--- src/hdl/tkr_pkg.sv ---
// Package for the top-k ranking block: item structs, entry and cell-control types.
// No dependencies; used by tkr_cell and top_k_ranking_with_dedup.
package tkr_pkg;

    typedef struct packed {
        logic        mode;
        logic [31:0] item_id;
        logic [31:0] item_score;
    } t_in_item;

    typedef struct packed {
        logic [31:0] rank_id;
        logic [31:0] rank_score;
        logic        last_rank;
    } t_out_item;

    typedef struct packed {
        logic [31:0] id;
        logic [31:0] score;
    } t_entry;

    // Per-cycle command shared by every cell of the chain
    typedef struct packed {
        logic cmp;   // compare offer against stored entry, latch flags
        logic upd;   // apply insert / move-up using latched flags
        logic rot;   // rotate chain toward rank 0 for readout
    } t_cell_ctl;

    localparam logic MODE_OFFER   = 1'b0;
    localparam logic MODE_READOUT = 1'b1;

endpackage

--- src/hdl/tkr_cell.sv ---
// One rank slot of the ranking chain: stored entry, offer compare flags, update mux.
// Depends on tkr_pkg.
module tkr_cell import tkr_pkg::*; (
    input  logic      i_clk,
    input  logic      i_rst_n,
    input  t_cell_ctl i_ctl,
    input  t_entry    i_offer,
    input  t_entry    i_left,      // entry of rank i-1
    input  logic      i_left_eb,   // rank i-1 is beaten and shifts down
    input  t_entry    i_right,     // entry of rank i+1 (readout rotation)
    input  logic      i_m_above,   // id matched at some rank < i
    input  logic      i_mb,        // id matched at some rank > i
    input  logic      i_rb,        // raised match at some rank > i
    output t_entry    o_entry,
    output logic      o_eb,
    output logic      o_m_above,
    output logic      o_mb,
    output logic      o_rb
);

    t_entry r_entry;
    logic   r_match;
    logic   r_beat;

    logic   w_found;
    logic   w_nomatch;
    logic   w_take;

    always_comb begin
        w_found   = r_match && !i_m_above;
        w_nomatch = !i_m_above && !r_match && !i_mb;
        // only ranks above the insertion limit take part
        o_eb      = r_beat && (w_nomatch || i_rb);
        w_take    = o_eb || (w_found && r_beat);
        o_m_above = i_m_above || r_match;
        o_mb      = i_mb || r_match;
        o_rb      = i_rb || (w_found && r_beat);
        o_entry   = r_entry;
    end

    always_ff @(posedge i_clk) begin
        if (i_ctl.cmp) begin
            r_match <= (i_offer.id == r_entry.id);
            r_beat  <= (i_offer.score > r_entry.score) ||
                       ((i_offer.score == r_entry.score) && (i_offer.id < r_entry.id));
        end
    end

    always_ff @(posedge i_clk) begin
        if (!i_rst_n) begin
            r_entry <= '0;
        end else if (i_ctl.rot) begin
            r_entry <= i_right;
        end else if (i_ctl.upd) begin
            if (i_left_eb) begin
                r_entry <= i_left;
            end else if (w_take) begin
                r_entry <= i_offer;
            end
        end
    end

endmodule

--- config.mk ---
export PLATFORM = sky130hd
export DESIGN_NAME = tkr_cell
export DESIGN_NICKNAME = d
export VERILOG_FILES = /design/src/hdl/tkr_pkg.sv /design/src/hdl/tkr_cell.sv
export SDC_FILE = /design/constraint.sdc
export NUM_CORES = 1
export LEC_CHECK = 0
export ABC_AREA = 1
export BUFFER_PORTS_ARGS = -buffer_cell sky130_fd_sc_hd__buf_2
export CORE_UTILIZATION = 45
export CTS_BUF_LIST = sky130_fd_sc_hd__clkbuf_8
export DETAILED_ROUTE_END_ITERATION = 16
export GPL_ROUTABILITY_DRIVEN = 0
export PLACE_DENSITY = 0.77
export SETUP_SLACK_MARGIN = 0.05
export SYNTH_ARGS = -nofsm -noshare
export SYNTH_HDL_FRONTEND = slang
export SYNTH_SLANG_ARGS = --single-unit
export TNS_END_PERCENT = 5
--- constraint.sdc ---
create_clock -name i_clk -period 2.63 [get_ports i_clk]
set_input_delay 0.3945 -clock i_clk [delete_from_list [all_inputs] [get_ports i_clk]]
set_output_delay 0.3945 -clock i_clk [all_outputs]
set_load 0.005 [all_outputs]
==> results.md <==
- Status: completed
- Crit share post-route: 0.663
- Core area: 0.0127 mm^2
- CTS Buf Count: 9
- Worst hold stages: 1
- Top cells by count, synth: nand2_1 (139), inv_1 (92), a21oi_1 (91)
- Worst Setup End Kind: flop
- GRT Total Usage: 0.232
- Number of core rows: 41
- Fin util: 0.589
- Leak: 4.17 nW
- Clk_skew: 0.00602 ns
- Post-synth ARST share: 0
- RSZ-0062 raised after global routing: false
- Final Power: 3.17 mW
- Hold_ws: 0.285 ns
- Post-DP Area: 0.00730 mm^2
- Gr ovfl total: 0
- First-pass GRT wire length: 24,600 um
- PortBufs: 268
- Worst Tran Pin Value: 0.638 ns
- CTS tree: yes
- Syn Area/Cell: 7.40 um^2
- Starting density of the core: 0.467
- Nets: 1,305
- Antenna Cells: 0
- Top cell type's share of synthesized area: 0.216
- Total wire length: 16,300 um
- Reg2reg start: o_entry[23]
- Post-CTS resize count: 0
- Worst-path clk slew: 0.07 ns
- R2r endpoint: r_beat
- Pre-CTS setup slack: 0.695 ns
- Tmin final: 1.74 ns
- Drt via density: 5.01
- Final HPWL DP: 12,600 um
- Syn Nets: 1,067
- Initial antenna violation count: 0
- HP Class: in2reg
- Vias in the first global route: 5,446
- # H-tree levels: 3
- Post-synth EDFFs: 2
- Worst Hold Endpoint: r_beat
- Pwr dens: 423 mW/mm^2
- CTS sink cnt: 66
- Synth unique cells: 24
- Die X: 117 um
- Share of cells above drive strength 1: 0.315
- Clock latency on the worst-skew pair: 0.34 ns
- Seq cells post-synth: 66
- # IOs: 269
- VDD IR max: 0.239 mV
- Maximum clock rate: 0.573 GHz
- Worst-path fanout max: 3
- Die Footprint: 0.0137 mm^2
- Final Hold Vio Count: 0
- Biggest area consumer among synthesized cells: dfxtp_1
- Worst EP required: 2.73 ns
- Post-synthesis instance area: 0.00594 mm^2
- Sequential area share after synthesis: 0.226
- Largest net degree at the start of global routing: 129
- Final setup margin: 0.886 ns
- Cell total after placement: 1,201
- Synth Flop Type: dfxtp_1
- TritonRoute pass-1 iters: 4
- Post-Syn Instances: 802
- FF-to-FF path depth: 9
- Startpoint of the worst hold path: i_ctl[2]
- Max-slew violations: 0
- Clock Tree Root: clkbuf_8
- Total setup buffers inserted after CTS: 0
- Post-route DRC: 0
- Non-Filler Instances: 1,217
- Worst R2R Setup Slack: 0.89 ns
- Most area-consuming cells after synthesis: dfxtp_1 (22%), ha_1 (13%), mux2i_1 (11%)
- Die height: 117 um
- Crit Path Category: reg2reg
- Crit path arrival time: 1.84 ns
- Area grow syn2layout: 26.3%
- Slew headroom: 0.574
- Setup_tns: 0 ns
- CTS Buffer Depth: 2
- Avg WL per Cell: 13.4 um
- Vias post-DR: 6,094
- Max-Cap Viols: 0
- Antenna-violating nets left: 0
- Syn. warnings: 0
- # setup viols final: 0
- Post-route cell area: 0.00750 mm^2
- Number of DRC markers in iteration 0: 366
- Count leader, synth: nand2_1
- Hold-fix buffers at CTS: 0
- Startpoint type of the worst setup path: flop
[metal layers]
layer	share of wire	GRT usage	vias up
li1	-	-	3148
met1	0.43	0.269	2712
met2	0.48	0.427	216
met3	0.072	0.0484	18
met4	0.014	0.0734	0
met5	0	0	-
[worst max-delay path: stages (launching register included)]
cell and delay [ns]:
dfxtp_1 0.36, inv_1 0.05, ha_1 0.28, nand2_1 0.07
nor2_1 0.15, nand4_1 0.10, nor2_1 0.20, nand3_1 0.13
nand2_1 0.12, nand2_1 0.05
[worst max-delay path by stage]
| stage | slack (ns) | cells after the start | end | start |
|---|---|---|---|---|
| 2_1_floorplan | 1.11 | 11 | r_beat | i_offer[7] |
| 3_3_place_gp | 0.72 | 9 | r_beat | i_offer[23] |
| 3_5_place_dp | 0.70 | 9 | r_beat | i_offer[23] |
| 4_1_cts | 0.81 | 9 | r_beat | o_entry[23] |
| 5_1_grt | 0.63 | 9 | r_beat | o_entry[23] |
| 6_report | 0.89 | 9 | r_beat | o_entry[23] |
[cell usage in the layout (no fill, tap or decap), drive strengths merged, types with 2 or more instances in the layout]
cell	instances
a21oi	91
nand3	75
o21a	4
buf	276
mux2i	64
dfxtp	64
mux2	62
nand2	139
clkbuf	14
inv	93
o21ai	8
ha	64
edfxtp	2
nand4	5
nor2	79
[final cells by class]
cell class / count / area [um^2]
flip-flops and latches: 66 / 1340
repair buffers: 276 / 1470
clock inverters: 2 / 8.76
clock buffers: 14 / 193
well taps: 172 / 215
multi-input cells: 595 / 3930
fillers: 1230 / 5220
inverters: 92 / 345
[where the power goes]
| part | switching, mW | internal, mW |
|---|---|---|
| Clock | 0.393 | 0.468 |
| Combinational | 0.586 | 0.543 |
| Sequential | 0.0744 | 1.11 |
[logic make-up after synthesis]
kind of cell / share of synthesized area
AO/OA/AOI/OAI: 0.0898
adder cells (fa/ha/maj): 0.135
buffers and inverters: 0.114
flip-flops: 0.226
multiplexers: 0.225
AND/OR/NAND/NOR: 0.210
[flip-flops by register name (all words and copies together), names as in the netlist]
register and cells:
r_match 1, o_entry 64, r_beat 1
(Power assumes the default switching activity.)
